--- config.mk ---
export PLATFORM = sky130hd
export DESIGN_NAME = date_interval_day_count_top
export DESIGN_NICKNAME = d
export VERILOG_FILES = /design/src/rtl/didc_pkg.sv /design/src/rtl/date_interval_day_count_top.sv
export SDC_FILE = /design/constraint.sdc
export NUM_CORES = 1
export LEC_CHECK = 0
export BUFFER_PORTS_ARGS = -buffer_cell sky130_fd_sc_hd__buf_4
export CORE_MARGIN = 2
export CORE_UTILIZATION = 40
export DETAILED_ROUTE_END_ITERATION = 7
export MAX_ROUTING_LAYER = met4
export PLACE_DENSITY = 0.6
export SETUP_SLACK_MARGIN = 0.1
export SLEW_MARGIN = 20
export SYNTH_ARGS = -nofsm -noshare
export SYNTH_HDL_FRONTEND = slang
export SYNTH_SLANG_ARGS = --single-unit
--- constraint.sdc ---
create_clock -name i_clk -period 19.5 [get_ports i_clk]
set_input_delay 0.975 -clock i_clk [delete_from_list [all_inputs] [get_ports i_clk]]
set_output_delay 0.975 -clock i_clk [all_outputs]
set_load 0.03 [all_outputs]
--- src/rtl/didc_pkg.sv ---
// Package for the date interval day counter: microcode types, program and calendar tables.
package didc_pkg;

    // Field widths
    localparam int DAY_W   = 5;
    localparam int MONTH_W = 4;
    localparam int YEAR_W  = 14;
    localparam int COUNT_W = 22;
    localparam int Q_W     = 8;   // floor(year / 100) for any 14-bit year
    localparam int R_W     = 7;   // year mod 100
    localparam int PC_W    = 3;

    // Calendar constants
    localparam logic [YEAR_W-1:0]  YEAR_LIMIT = YEAR_W'(9999);
    localparam logic [MONTH_W-1:0] MONTH_FEB  = MONTH_W'(2);
    localparam logic [MONTH_W-1:0] MONTH_DEC  = MONTH_W'(12);
    // 2^19 / 100 rounded up; exact floor for dividends below 43690
    localparam logic [12:0] RECIP_100 = 13'd5243;
    localparam int          RECIP_SH  = 19;

    // Datapath operations
    typedef enum logic [2:0] {
        OP_LOAD   = 3'd0,  // range checks on month, year, day
        OP_DIV    = 3'd1,  // floor(year / 100)
        OP_LEAP   = 3'd2,  // leap flag, month length check, centuries
        OP_YEARS  = 3'd3,  // 365*y + ceil(y/4)
        OP_CENT   = 3'd4,  // - ceil(y/100) + ceil(y/400)
        OP_MONTH  = 3'd5,  // days before month, leap day, day of month
        OP_STORE  = 3'd6,  // park start day number, move to end date
        OP_FINISH = 3'd7   // difference and result word
    } t_op;

    typedef enum logic [1:0] {
        JC_NONE  = 2'd0,
        JC_BAD   = 2'd1,   // jump when a date has failed a check
        JC_FIRST = 2'd2,   // jump while working on the start date
        JC_END   = 2'd3    // last step of the program
    } t_jc;

    typedef struct packed {
        t_op             op;
        t_jc             jc;
        logic [PC_W-1:0] target;
    } t_uword;

    localparam logic [PC_W-1:0] PC_LOAD   = PC_W'(0);
    localparam logic [PC_W-1:0] PC_FINISH = PC_W'(7);

    typedef enum logic [1:0] {
        ST_IDLE = 2'b01,
        ST_RUN  = 2'b10
    } t_state;

    // Microprogram: one control word per step
    function automatic t_uword ucode(input logic [PC_W-1:0] pc);
        t_uword w;
        case (pc)
            3'd0:    w = '{OP_LOAD,   JC_NONE,  PC_LOAD};
            3'd1:    w = '{OP_DIV,    JC_NONE,  PC_LOAD};
            3'd2:    w = '{OP_LEAP,   JC_BAD,   PC_FINISH};
            3'd3:    w = '{OP_YEARS,  JC_NONE,  PC_LOAD};
            3'd4:    w = '{OP_CENT,   JC_NONE,  PC_LOAD};
            3'd5:    w = '{OP_MONTH,  JC_NONE,  PC_LOAD};
            3'd6:    w = '{OP_STORE,  JC_FIRST, PC_LOAD};
            3'd7:    w = '{OP_FINISH, JC_END,   PC_LOAD};
            default: w = '{OP_FINISH, JC_END,   PC_LOAD};
        endcase
        return w;
    endfunction

    // Days in a common-year month; 0 for a month code that means nothing
    function automatic logic [DAY_W-1:0] month_len(input logic [MONTH_W-1:0] m);
        logic [DAY_W-1:0] l;
        case (m)
            4'd1, 4'd3, 4'd5, 4'd7, 4'd8, 4'd10, 4'd12: l = DAY_W'(31);
            4'd4, 4'd6, 4'd9, 4'd11:                   l = DAY_W'(30);
            4'd2:                                      l = DAY_W'(28);
            default:                                   l = '0;
        endcase
        return l;
    endfunction

    // Days in the year before the first of the month (common year)
    function automatic logic [8:0] days_before(input logic [MONTH_W-1:0] m);
        logic [8:0] d;
        case (m)
            4'd1:    d = 9'd0;
            4'd2:    d = 9'd31;
            4'd3:    d = 9'd59;
            4'd4:    d = 9'd90;
            4'd5:    d = 9'd120;
            4'd6:    d = 9'd151;
            4'd7:    d = 9'd181;
            4'd8:    d = 9'd212;
            4'd9:    d = 9'd243;
            4'd10:   d = 9'd273;
            4'd11:   d = 9'd304;
            4'd12:   d = 9'd334;
            default: d = 9'd0;
        endcase
        return d;
    endfunction

endpackage

--- src/rtl/date_interval_day_count_top.sv ---
// Date interval day counter: microcoded sequencer turning two dates into day numbers.
// The program runs 7 steps per date plus one finishing step; when a date fails its
// checks, the program jumps from the leap step straight to the finishing step, so a
// bad start date skips the end date. busy is high while the program runs, so no new
// word is taken until the program has finished. Each result shows for one cycle on
// o_done and the receiver cannot stall. Synchronous active-low reset returns the
// sequencer to idle and clears the result strobe.
module date_interval_day_count_top (
    input  logic                          i_clk,
    input  logic                          i_rst_n,
    input  logic                          start,
    output logic                          busy,
    input  logic [didc_pkg::DAY_W-1:0]    i_start_day,
    input  logic [didc_pkg::MONTH_W-1:0]  i_start_month,
    input  logic [didc_pkg::YEAR_W-1:0]   i_start_year,
    input  logic [didc_pkg::DAY_W-1:0]    i_end_day,
    input  logic [didc_pkg::MONTH_W-1:0]  i_end_month,
    input  logic [didc_pkg::YEAR_W-1:0]   i_end_year,
    input  logic                          i_include_end,
    output logic                          o_done,
    output logic [didc_pkg::COUNT_W-1:0]  o_day_count,
    output logic                          o_invalid
);
    import didc_pkg::*;

    // Sequencer state
    t_state            r_state, n_state;
    logic [PC_W-1:0]   r_pc, n_pc;
    logic              r_sel, n_sel;      // 0: start date, 1: end date
    logic              r_done, n_done;

    // Captured input word
    logic [DAY_W-1:0]   r_sd, r_ed;
    logic [MONTH_W-1:0] r_sm, r_em;
    logic [YEAR_W-1:0]  r_sy, r_ey;
    logic               r_inc;

    // Datapath registers
    logic               r_bad, n_bad;
    logic               r_leap, n_leap;
    logic [Q_W-1:0]     r_q, n_q;
    logic [Q_W-1:0]     r_c100, n_c100;
    logic [COUNT_W-1:0] r_acc, n_acc;
    logic [COUNT_W-1:0] r_a, n_a;
    logic [COUNT_W-1:0] r_cnt, n_cnt;
    logic               r_inv, n_inv;

    t_uword             uw;
    logic               accept;

    // Current date operands
    logic [DAY_W-1:0]   cur_d;
    logic [MONTH_W-1:0] cur_m;
    logic [YEAR_W-1:0]  cur_y;

    // Arithmetic terms
    logic [26:0]        div_prod;
    logic [14:0]        q_times_100;
    logic [R_W-1:0]     rem100;
    logic               leap_now;
    logic [DAY_W-1:0]   mlen;
    logic [YEAR_W:0]    y_plus3;
    logic [Q_W:0]       c100_plus3;

    assign accept = start && (r_state == ST_IDLE);
    assign busy   = (r_state != ST_IDLE);
    assign uw     = ucode(r_pc);

    assign cur_d = r_sel ? r_ed : r_sd;
    assign cur_m = r_sel ? r_em : r_sm;
    assign cur_y = r_sel ? r_ey : r_sy;

    assign div_prod    = 27'(cur_y) * 27'(RECIP_100);
    assign q_times_100 = 15'(r_q) * 15'd100;
    assign rem100      = R_W'(15'(cur_y) - q_times_100);
    assign leap_now    = ((cur_y[1:0] == 2'b00) && (rem100 != '0))
                      || ((rem100 == '0) && (r_q[1:0] == 2'b00));
    assign mlen        = month_len(cur_m) + DAY_W'((cur_m == MONTH_FEB) && leap_now);
    assign y_plus3     = {1'b0, cur_y} + (YEAR_W+1)'(3);
    assign c100_plus3  = {1'b0, r_c100} + (Q_W+1)'(3);

    // Datapath: one operation per control word
    always_comb begin
        n_bad  = r_bad;
        n_leap = r_leap;
        n_q    = r_q;
        n_c100 = r_c100;
        n_acc  = r_acc;
        n_a    = r_a;
        n_cnt  = r_cnt;
        n_inv  = r_inv;
        if (accept) begin
            n_bad = 1'b0;
        end else if (r_state == ST_RUN) begin
            case (uw.op)
                OP_LOAD: begin
                    if ((cur_m == '0) || (cur_m > MONTH_DEC) || (cur_y > YEAR_LIMIT)
                        || (cur_d == '0)) begin
                        n_bad = 1'b1;
                    end
                end
                OP_DIV: begin
                    n_q = Q_W'(div_prod >> RECIP_SH);
                end
                OP_LEAP: begin
                    n_leap = leap_now;
                    n_c100 = r_q + Q_W'(rem100 != '0);
                    if (cur_d > mlen) begin
                        n_bad = 1'b1;
                    end
                end
                OP_YEARS: begin
                    n_acc = COUNT_W'(cur_y) * COUNT_W'(365)
                          + COUNT_W'(y_plus3 >> 2);
                end
                OP_CENT: begin
                    n_acc = r_acc - COUNT_W'(r_c100) + COUNT_W'(c100_plus3 >> 2);
                end
                OP_MONTH: begin
                    n_acc = r_acc + COUNT_W'(days_before(cur_m))
                          + COUNT_W'((cur_m > MONTH_FEB) && r_leap)
                          + COUNT_W'(cur_d) - COUNT_W'(1);
                end
                OP_STORE: begin
                    if (!r_sel) begin
                        n_a = r_acc;
                    end
                end
                OP_FINISH: begin
                    n_inv = r_bad;
                    if (r_bad) begin
                        n_cnt = '0;
                    end else if (r_a < r_acc) begin
                        n_cnt = r_acc - r_a + COUNT_W'(r_inc);
                    end else begin
                        n_cnt = COUNT_W'(r_inc);
                    end
                end
                default: begin
                    n_bad = r_bad;
                end
            endcase
        end
    end

    // Sequencer: step counter with conditional jumps
    always_comb begin
        n_state = r_state;
        n_pc    = r_pc;
        n_sel   = r_sel;
        n_done  = 1'b0;
        case (r_state)
            ST_IDLE: begin
                if (start) begin
                    n_state = ST_RUN;
                    n_pc    = PC_LOAD;
                    n_sel   = 1'b0;
                end
            end
            ST_RUN: begin
                n_pc = r_pc + PC_W'(1);
                case (uw.jc)
                    JC_BAD: begin
                        if (n_bad) begin
                            n_pc = uw.target;
                        end
                    end
                    JC_FIRST: begin
                        if (!r_sel) begin
                            n_pc  = uw.target;
                            n_sel = 1'b1;
                        end
                    end
                    JC_END: begin
                        n_state = ST_IDLE;
                        n_pc    = PC_LOAD;
                        n_done  = 1'b1;
                    end
                    default: begin
                        n_pc = r_pc + PC_W'(1);
                    end
                endcase
            end
            default: begin
                n_state = ST_IDLE;
                n_pc    = PC_LOAD;
            end
        endcase
    end

    // Control registers
    always_ff @(posedge i_clk) begin
        if (!i_rst_n) begin
            r_state <= ST_IDLE;
            r_pc    <= PC_LOAD;
            r_sel   <= 1'b0;
            r_done  <= 1'b0;
            r_bad   <= 1'b0;
        end else begin
            r_state <= n_state;
            r_pc    <= n_pc;
            r_sel   <= n_sel;
            r_done  <= n_done;
            r_bad   <= n_bad;
        end
    end

    // Payload registers
    always_ff @(posedge i_clk) begin
        if (accept) begin
            r_sd  <= i_start_day;
            r_sm  <= i_start_month;
            r_sy  <= i_start_year;
            r_ed  <= i_end_day;
            r_em  <= i_end_month;
            r_ey  <= i_end_year;
            r_inc <= i_include_end;
        end
        r_leap <= n_leap;
        r_q    <= n_q;
        r_c100 <= n_c100;
        r_acc  <= n_acc;
        r_a    <= n_a;
        r_cnt  <= n_cnt;
        r_inv  <= n_inv;
    end

    assign o_done      = r_done;
    assign o_day_count = r_cnt;
    assign o_invalid   = r_inv;

endmodule
==> results of run 1 <==
==> stage by stage <==
| step | instance area (µm²) | setup slack, ns | std cells | hold WS (ns) | utilization |
|---|---|---|---|---|---|
| 5_1_grt | 18700 | 12.15 | 2284 | 0.564 | 0.447 |
| 4_1_cts | 18700 | 12.66 | 2284 | 0.525 | 0.447 |
| 2_1_floorplan | 16900 | 12.99 | 1649 | 0.457 | - |
| 3_5_place_dp | 18100 | 12.68 | 2252 | 0.520 | 0.433 |
| 3_3_place_gp | 18100 | 12.80 | 2252 | 0.510 | 0.433 |
==> logic make-up after synthesis <==
| family | after synthesis |
|---|---|
| fa+ha+maj | 443 |
| flops | 145 |
| xor+xnor | 110 |
| mux | 32 |
| compound gates | 304 |
| buf+inv | 299 |
| simple gates | 316 |
==> metal layers <==
layer	GRT usage
met1	0.247
met2	0.291
met3	0.0269
met4	0.0594
met5	-
==> tab_implementation.tex, run 1 <==
\begin{tabular}{lr}
\hline
Metric & Value \\
\hline
\multicolumn{2}{l}{\textbf{Place}} \\
\quad Gp weighted congestion & 0.953 \\
\quad Detailed-placement wirelength estimate & between 30000 and 40000 µm \\
\quad Number of buffers added on ports & 74 \\
\multicolumn{2}{l}{\textbf{Synth}} \\
\quad Post-synth net total & 2142 \\
\quad Commonest register cell after synthesis & edfxtp\_1 \\
\quad Cell area after synthesis & between 15000 and 20000 µm² \\
\quad Share of async-settable or async-resettable flops after synthesis & 0 \\
\quad Fraction of synthesized area in multiplexers & 0.0203 \\
\quad Post-synthesis share of cell area spent on xor and xnor gates & 0.0579 \\
\quad Sequential-to-total area share from yosys stat & 0.250 \\
\quad Cell with the most instances after synthesis & ha\_1 \\
\quad Synth top area share & 0.233 \\
\quad Share of the synthesized area in compound gates (AO/OA/AOI/OAI) & 0.121 \\
\quad Combinational family with the most area after synthesis & adder cells \\
\quad Synthesized-area fraction occupied by and/or/nand/nor cells & 0.0941 \\
\quad Synthesis warning total & 0 \\
\quad Leading post-synthesis cells by instance count & ha\_1, inv\_1, fa\_1 \\
\quad Cell types occupying the most area after synthesis & edfxtp\_1, ha\_1, fa\_1, inv\_1, xnor2\_1 \\
\quad Post-synthesis share of cell area spent on full adders, half adders and majority gates & 0.389 \\
\quad Netlist cell types & 86 \\
\quad Count of flip-flops with a built-in enable after synthesis & between 100 and 150 \\
\quad Number of storage elements in the synthesis netlist & roughly 150 \\
\quad Synth area leader & edfxtp\_1 \\
\quad Avg Synthesized Cell Area & 10.2 µm² \\
\quad Cell count after synthesis & 1649 \\
\multicolumn{2}{l}{\textbf{Global route}} \\
\quad Residual overflow from global routing & 0 \\
\quad GRT Total Usage & 0.185 \\
\quad Initial antenna violation count & 0 \\
\quad Global-route wire length before repair & between 60000 and 70000 µm \\
\quad Via count of the first global-routing pass & about 12000 \\
\quad Pin count of the biggest net entering global routing & 50 \\
\multicolumn{2}{l}{\textbf{Floorplanning}} \\
\quad Boundary Pins & 75 \\
\quad Die width & around 210 µm \\
\quad Rows & 75 \\
\quad Initial core utilization & 0.403 \\
\quad Y dimension of the die & $\sim$210 µm \\
\multicolumn{2}{l}{\textbf{Clocking}} \\
\quad Buffer type at the clock tree root & clkbuf\_16 \\
\quad CTS Sinks & $\sim$150 \\
\quad Number of buffers created by CTS & 17 \\
\quad H-Tree Depth & 4 \\
\quad Number of setup buffers added after CTS & 0 \\
\quad Bufs on Longest Clock Path & 2 \\
\quad Number of hold-repair buffers added at the cts stage & 0 \\
\quad Post-CTS resize count & 0 \\
\multicolumn{2}{l}{\textbf{Run status}} \\
\quad Failing step & 5\_2\_route \\
\quad Outcome & did not finish \\
\quad First error & [ERROR DRT-0255] Maze Route cannot find path of net i\_clk in worker of routeBox ( 193200 0 ) ( 209470 48300 ). \\
\hline
\end{tabular}
==> inputs of run 2 (changes only) <==
CORE_UTILIZATION = 25   (was 40)
MAX_ROUTING_LAYER = default   (was met4)
PLACE_DENSITY = default   (was 0.6)
PLACE_DENSITY_LB_ADDON = 0.15   (was default)
SETUP_SLACK_MARGIN = default   (was 0.1)
==> run 2 against run 1 <==
- the run now ends clean
- synthesized area unchanged
- synthesized cell count is the same
- global-route usage is 6.0 points lower
==> tab_implementation.tex, run 2 <==
\begin{tabular}{lr}
\hline
Metric & Value \\
\hline
\multicolumn{2}{l}{\textbf{Synth}} \\
\quad Synth top area share & 0.233 \\
\quad Sequential-to-total area share from yosys stat & 0.250 \\
\quad Synth area leader & edfxtp\_1 \\
\quad Commonest register cell after synthesis & edfxtp\_1 \\
\quad Avg Synthesized Cell Area & between 10 and 15 µm² \\
\quad Post-synth net total & around 2100 \\
\quad Cell with the most instances after synthesis & ha\_1 \\
\quad Cell area after synthesis & 16900 µm² \\
\quad Leading post-synthesis cells by instance count & ha\_1, inv\_1, fa\_1 \\
\quad Netlist cell types & 86 \\
\quad Cell types occupying the most area after synthesis & edfxtp\_1, ha\_1, fa\_1, inv\_1, xnor2\_1 \\
\quad Count of flip-flops with a built-in enable after synthesis & 131 \\
\quad Cell count after synthesis & 1649 \\
\quad Share of async-settable or async-resettable flops after synthesis & 0 \\
\quad Synthesis warning total & 0 \\
\quad Number of storage elements in the synthesis netlist & between 100 and 150 \\
\multicolumn{2}{l}{\textbf{Global route}} \\
\quad Initial antenna violation count & 0 \\
\quad Pin count of the biggest net entering global routing & 48 \\
\quad Via count of the first global-routing pass & around 12000 \\
\quad Residual overflow from global routing & 0 \\
\quad GRT Total Usage & 0.125 \\
\quad Global-route wire length before repair & 67000 µm \\
\multicolumn{2}{l}{\textbf{Floorplanning}} \\
\quad Die width & around 260 µm \\
\quad Boundary Pins & between 70 and 80 \\
\quad Y dimension of the die & 264 µm \\
\quad Rows & 95 \\
\quad Full die area & a little under 70000 µm² \\
\quad Initial core utilization & 0.252 \\
\quad Core region area & between 60000 and 70000 µm² \\
\multicolumn{2}{l}{\textbf{Route}} \\
\quad Final routed wirelength across all metal layers & 42500 µm \\
\quad Vias per std cell & 4.43 \\
\quad Detailed-routing iteration count for the pre-antenna-repair pass & 5 \\
\quad Detail-routed net length per standard cell & 16.2 µm \\
\quad Drt first-iter violations & between 500 and 600 \\
\quad Drc violations & 0 \\
\quad Via count & $\sim$12000 \\
\quad Number of nets still failing antenna checks after routing & 0 \\
\multicolumn{2}{l}{\textbf{Timing}} \\
\quad Setup violators final & 0 \\
\quad Final count of pins violating max slew & 0 \\
\quad Setup tns final & 0 ns \\
\quad Max-slew headroom & 0.346 \\
\quad Portion of the clock cycle consumed by the worst path in the final layout & 0.353 \\
\quad Slew @ Worst Pin & around 0.95 ns \\
\quad Post-layout min period & 6.89 ns \\
\quad Achievable Freq & about 150 MHz \\
\quad Final hold violation count & 0 \\
\quad Setup Skew & approximately 0.014 ns \\
\quad RSZ-0062 raised after global routing & false \\
\multicolumn{2}{l}{\textbf{Finish}} \\
\quad Leading cell types in the layout, fill and taps excluded & ha\_1, inv\_1, fa\_1 \\
\quad Most common cell after layout, fill and taps aside & ha\_1 \\
\quad Filler cell count in the final layout & 7076 \\
\quad Final Instance Count excl. Fillers & 2619 \\
\quad Seq. cell area & between 4000 and 5000 µm² \\
\quad Share of final-layout standard cells stronger than drive strength 1 & 0.0848 \\
\quad Multi-input gate area & approximately 12000 µm² \\
\quad Layout overhead on the synthesized area & 13.4\% \\
\quad \# nets final & $\sim$2200 \\
\quad Final Instance Area & $\sim$19000 µm² \\
\multicolumn{2}{l}{\textbf{Setup path}} \\
\quad Path type of the worst setup path & reg2reg \\
\quad Largest fanout on the critical path & 21 \\
\quad Worst r2r path cells & 17 \\
\quad End of the critical path & r\_acc[21] \\
\quad Register-to-register path setup slack & roughly 13 ns \\
\quad Critical Path End Type & flip-flop \\
\quad Data arrival time of the critical path & around 7 ns \\
\quad Reg-to-Reg Start & r\_sel \\
\quad Endpoint of the worst-slack reg-to-reg timing path & r\_acc[21] \\
\quad Required time of the critical path & between 15 and 20 ns \\
\quad Element type at the critical path start & flip-flop \\
\quad Beginning of the critical path & r\_sel \\
\multicolumn{2}{l}{\textbf{Power}} \\
\quad Power Density & slightly above 100 nW/µm² \\
\quad Leakage power of the design & 8.59 nW \\
\quad Worst vdd rail ir drop & around 0.08 mV \\
\multicolumn{2}{l}{\textbf{Place}} \\
\quad Gp weighted congestion & between 0.8 and 0.9 \\
\quad Detailed-placement wirelength estimate & 35700 µm \\
\quad Number of buffers added on ports & 74 \\
\quad Number of cells in the design after placement & 2586 \\
\quad Cell area reported after detailed placement & approximately 19000 µm² \\
\multicolumn{2}{l}{\textbf{Hold path}} \\
\quad Type of the most critical hold path & reg2reg \\
\multicolumn{2}{l}{\textbf{Clocking}} \\
\quad Post-CTS resize count & 0 \\
\quad Number of buffers created by CTS & 17 \\
\quad CTS Sinks & $\sim$150 \\
\quad H-Tree Depth & 4 \\
\quad Bufs on Longest Clock Path & 2 \\
\quad Number of hold-repair buffers added at the cts stage & 0 \\
\quad Number of setup buffers added after CTS & 0 \\
\quad Worst-Skew Late Latency & 0.48 ns \\
\quad CTS clk-pin slew, worst paths & about 0.070 ns \\
\quad Buffer type at the clock tree root & clkbuf\_16 \\
\quad CTS tree & done \\
\multicolumn{2}{l}{\textbf{Run status}} \\
\quad Outcome & finished, final reports clean \\
\multicolumn{2}{l}{\textbf{Run}} \\
\quad Max Cap Violations & 0 \\
\hline
\end{tabular}
run 2: worst min path at each step:
stage | startpoint | endpoint | slack [ns] | cells past startpoint
6_report | r_acc[6] | r_a[6] | 0.54 | 0
5_1_grt | r_acc[6] | r_a[6] | 0.56 | 0
4_1_cts | r_acc[6] | r_a[6] | 0.55 | 0
3_5_place_dp | r_acc[6] | r_a[6] | 0.53 | 0
3_3_place_gp | r_acc[6] | r_a[6] | 0.53 | 0
2_1_floorplan | r_acc[6] | r_a[6] | 0.46 | 0
run 2: final cells by class:
| cell class | count | share of cell area |
|---|---|---|
| antenna | 1 | 0.000131 |
| clock buffer | 24 | 0.0291 |
| clock inverter | 8 | 0.00300 |
| inverter | 281 | 0.0551 |
| multi-input combinational | 1205 | 0.604 |
| sequential | 145 | 0.220 |
| tap | 873 | 0.0570 |
| timing repair buffer | 82 | 0.0321 |
run 2: critical path: stages (launching register included):
cell	delay [ns]
dfxtp_2	0.55
buf_4	0.40
mux2i_1	0.84
inv_1	0.31
ha_1	0.54
fa_1	0.50
fa_1	0.52
fa_1	0.52
fa_1	0.43
ha_1	0.36
a21oi_1	0.28
a21oi_1	0.11
a211oi_1	0.33
nand3_1	0.18
and3_1	0.18
a211oi_1	0.25
xnor2_1	0.16
a211oi_1	0.27
run 2: report_power, final:
group / switching (mW) / internal, mW / total [mW]
clock network: 0.153 / 0.201 / 0.354
logic: 0.672 / 0.532 / 1.20
registers: 0.00284 / 0.393 / 0.396
run 2: metal layers:
| metal | GRT usage | up-vias | part of all wire |
|---|---|---|---|
| met3 | 0.0185 | 30 | 0.020 |
| met2 | 0.195 | 123 | 0.45 |
| met1 | 0.179 | 5594 | 0.51 |
| li1 | - | 5863 | - |
| met5 | 0 | - | 0 |
| met4 | 0.0318 | 0 | 0.011 |
run 2: kinds of logic after synthesis:
logic type,after synthesis,synth area share
AO/OA/AOI/OAI,304,0.121
XOR/XNOR,110,0.0579
adder cells (fa/ha/maj),443,0.389
buffers and inverters,299,0.0676
flip-flops,145,0.250
multiplexers,32,0.0203
AND/OR/NAND/NOR,316,0.0941
run 2: per-stage QoR:
step	hold slack [ns]	total power, mW	utilization	worst slack, ns
floorplan	0.457	1.33	-	12.99
global placement	0.528	1.61	0.276	12.69
detailed placement	0.534	1.61	0.277	12.59
CTS	0.553	1.99	0.286	12.57
global route	0.563	2.17	0.286	12.14
finish	0.540	1.95	0.286	12.61
No activity file was read; power rests on OpenSTA's default activity.
==> inputs of run 3 (changes only) <==
clock period = 7.1 ns   (was 19.5 ns; I/O delays follow)
==> run 3 against run 2 <==
- die area is the same
- global-route usage is essentially flat
- cell area grew 0.53%
- clock skew grew 0.0059 ns
- hold slack lost 0.47 ns
- utilization grew 0.15 points
- critical endpoint is now r_q[7]
- combinational power grew to 2.8 times the previous value
==> tab_implementation.tex, run 3 (synthesis gave the netlist of run 2 again) <==
\begin{tabular}{lr}
\hline
Metric & Value \\
\hline
\multicolumn{2}{l}{\textbf{Run status}} \\
\quad Outcome & finished, final reports clean \\
\multicolumn{2}{l}{\textbf{Timing}} \\
\quad Setup Skew & a little under 0.02 ns \\
\quad Max-slew headroom & 0.313 \\
\quad Setup tns final & 0 ns \\
\quad Portion of the clock cycle consumed by the worst path in the final layout & 0.890 \\
\quad Final hold violation count & 0 \\
\quad Achievable Freq & 158 MHz \\
\quad Slew @ Worst Pin & between 1 and 1.5 ns \\
\quad Post-layout min period & about 6.3 ns \\
\quad RSZ-0062 raised after global routing & false \\
\quad Setup violators final & 0 \\
\quad Final count of pins violating max slew & 0 \\
\multicolumn{2}{l}{\textbf{Hold path}} \\
\quad Min-Delay Startpoint & i\_start\_year[12] \\
\quad Type of the most critical hold path & in2reg \\
\quad Hold-critical path depth & 1 \\
\quad Endpoint of the worst hold path & r\_sy[12] \\
\multicolumn{2}{l}{\textbf{Global route}} \\
\quad Pin count of the biggest net entering global routing & 50 \\
\quad Via count of the first global-routing pass & 12141 \\
\quad GRT Total Usage & 0.124 \\
\quad Global-route wire length before repair & about 68000 µm \\
\quad Residual overflow from global routing & 0 \\
\quad Initial antenna violation count & 0 \\
\multicolumn{2}{l}{\textbf{Power}} \\
\quad Combinational cell fraction of total power & 0.624 \\
\quad Total power after layout & roughly 5.4 mW \\
\quad Relative contribution of sequential cells to total power & 0.201 \\
\quad Switching Share & 0.429 \\
\quad Cell-internal power & around 3.1 mW \\
\quad Clock Power Share & 0.175 \\
\quad Worst vdd rail ir drop & about 0.21 mV \\
\quad Leakage power of the design & a little under 9 nW \\
\quad Power Density & approximately 280 nW/µm² \\
\quad Psw & 2.33 mW \\
\multicolumn{2}{l}{\textbf{Clocking}} \\
\quad Buffer type at the clock tree root & clkbuf\_16 \\
\quad Bufs on Longest Clock Path & 2 \\
\quad Number of hold-repair buffers added at the cts stage & 0 \\
\quad Number of buffers created by CTS & 17 \\
\quad H-Tree Depth & 4 \\
\quad CTS tree & done \\
\quad CTS Sinks & 145 \\
\quad Post-CTS resize count & 0 \\
\quad Worst-Skew Late Latency & between 0.4 and 0.5 ns \\
\quad CTS clk-pin slew, worst paths & $\sim$0.07 ns \\
\quad Number of setup buffers added after CTS & 0 \\
\multicolumn{2}{l}{\textbf{Route}} \\
\quad Detailed-routing iteration count for the pre-antenna-repair pass & 6 \\
\quad Drc violations & 0 \\
\quad Via count & around 12000 \\
\quad Number of nets still failing antenna checks after routing & 0 \\
\quad Vias per std cell & around 4.4 \\
\quad Detail-routed net length per standard cell & $\sim$16 µm \\
\quad Final routed wirelength across all metal layers & around 43000 µm \\
\quad Drt first-iter violations & 440 \\
\multicolumn{2}{l}{\textbf{Setup path}} \\
\quad Critical Path End Type & flip-flop \\
\quad Reg-to-Reg Start & r\_sel \\
\quad Element type at the critical path start & flip-flop \\
\quad Path type of the worst setup path & reg2reg \\
\quad Worst r2r path cells & 20 \\
\quad Required time of the critical path & approximately 7.3 ns \\
\quad Data arrival time of the critical path & approximately 6.5 ns \\
\quad Largest fanout on the critical path & 13 \\
\quad Endpoint of the worst-slack reg-to-reg timing path & r\_q[7] \\
\quad Register-to-register path setup slack & 0.78 ns \\
\multicolumn{2}{l}{\textbf{Floorplanning}} \\
\quad Y dimension of the die & between 200 and 300 µm \\
\quad Die width & about 260 µm \\
\quad Core region area & roughly 67000 µm² \\
\quad Initial core utilization & 0.252 \\
\quad Full die area & around 70000 µm² \\
\quad Boundary Pins & 75 \\
\quad Rows & 95 \\
\multicolumn{2}{l}{\textbf{Finish}} \\
\quad \# nets final & roughly 2200 \\
\quad ANT cells & 0 \\
\quad Layout overhead on the synthesized area & 14.0\% \\
\quad Filler cell count in the final layout & between 7000 and 8000 \\
\quad Most common cell after layout, fill and taps aside & ha\_1 \\
\quad Share of final-layout standard cells stronger than drive strength 1 & 0.0942 \\
\quad Leading cell types in the layout, fill and taps excluded & ha\_1, inv\_1, fa\_1 \\
\multicolumn{2}{l}{\textbf{Run}} \\
\quad Max Cap Violations & 0 \\
\multicolumn{2}{l}{\textbf{Place}} \\
\quad Number of buffers added on ports & 74 \\
\quad Detailed-placement wirelength estimate & 36300 µm \\
\quad Gp weighted congestion & between 0.8 and 0.9 \\
\hline
\end{tabular}
## run 3: cell count changes in the layout (fill, tap and decap cells not counted), sizes merged
cell and change:
inv +4, clkinvlp +3, buf +17, bufinv +2, clkbuf -7, clkinv -2
diode -1
## run 3: layout make-up
| type | count | area (µm²) | share of cell area |
|---|---|---|---|
| flip-flops and latches | 145 | 4220 | 0.219 |
| clock inverters | 15 | 171 | 0.00890 |
| inverters | 281 | 1050 | 0.0548 |
| repair buffers | 99 | 743 | 0.0386 |
| multi-input cells | 1205 | 11600 | 0.600 |
| well taps | 873 | 1090 | 0.0567 |
| clock buffers | 17 | 425 | 0.0221 |
## run 3: worst max-delay path by stage
stage / start / endpoint / depth (start not counted)
floorplan: r_sel / r_acc[20] / 22
global placement: r_sel / r_q[7] / 20
detailed placement: r_sel / r_q[7] / 20
CTS: r_sel / r_q[7] / 20
global route: r_sel / r_q[7] / 20
finish: r_sel / r_q[7] / 20
## run 3: worst max-delay path, stage by stage, from the launching register on
cell	delay (ns)
dfxtp_2	0.62
mux2i_1	0.47
inv_1	0.13
ha_1	0.52
inv_1	0.11
fa_1	0.51
inv_1	0.06
fa_1	0.51
inv_1	0.05
fa_1	0.46
fa_1	0.56
inv_1	0.04
ha_1	0.18
a211oi_1	0.28
nand3_1	0.12
nor3_1	0.23
o31ai_1	0.15
a221oi_2	0.48
o21ai_1	0.16
o41ai_1	0.32
xnor2_1	0.10
## run 3: power groups by stage
stage / registers (mW) / logic (mW) / clock network, mW
after floorplan: 1.10 / 2.55 / 0
after global placement: 1.11 / 3.40 / 0
after detailed placement: 1.11 / 3.42 / 0
after CTS: 1.09 / 3.47 / 0.991
after global routing: 1.09 / 3.93 / 1.02
final: 1.09 / 3.39 / 0.952
## run 3: layer usage
metal,wire (µm),global-route usage
met1,21900,0.178
met2,19400,0.199
met3,686,0.0131
met4,616,0.0333
met5,0,0
## run 3: metrics by stage
step | instance area [µm²] | cells | hold slack [ns] | worst slack, ns | utilization
floorplan | 16900 | 1649 | 0.454 | 0.586 | -
global placement | 18700 | 2603 | 0.529 | 0.757 | 0.278
detailed placement | 18700 | 2603 | 0.533 | 0.690 | 0.278
CTS | 19300 | 2635 | 0.0352 | 0.647 | 0.287
global route | 19300 | 2635 | 0.0402 | 0.234 | 0.287
finish | 19300 | 2635 | 0.0705 | 0.782 | 0.287
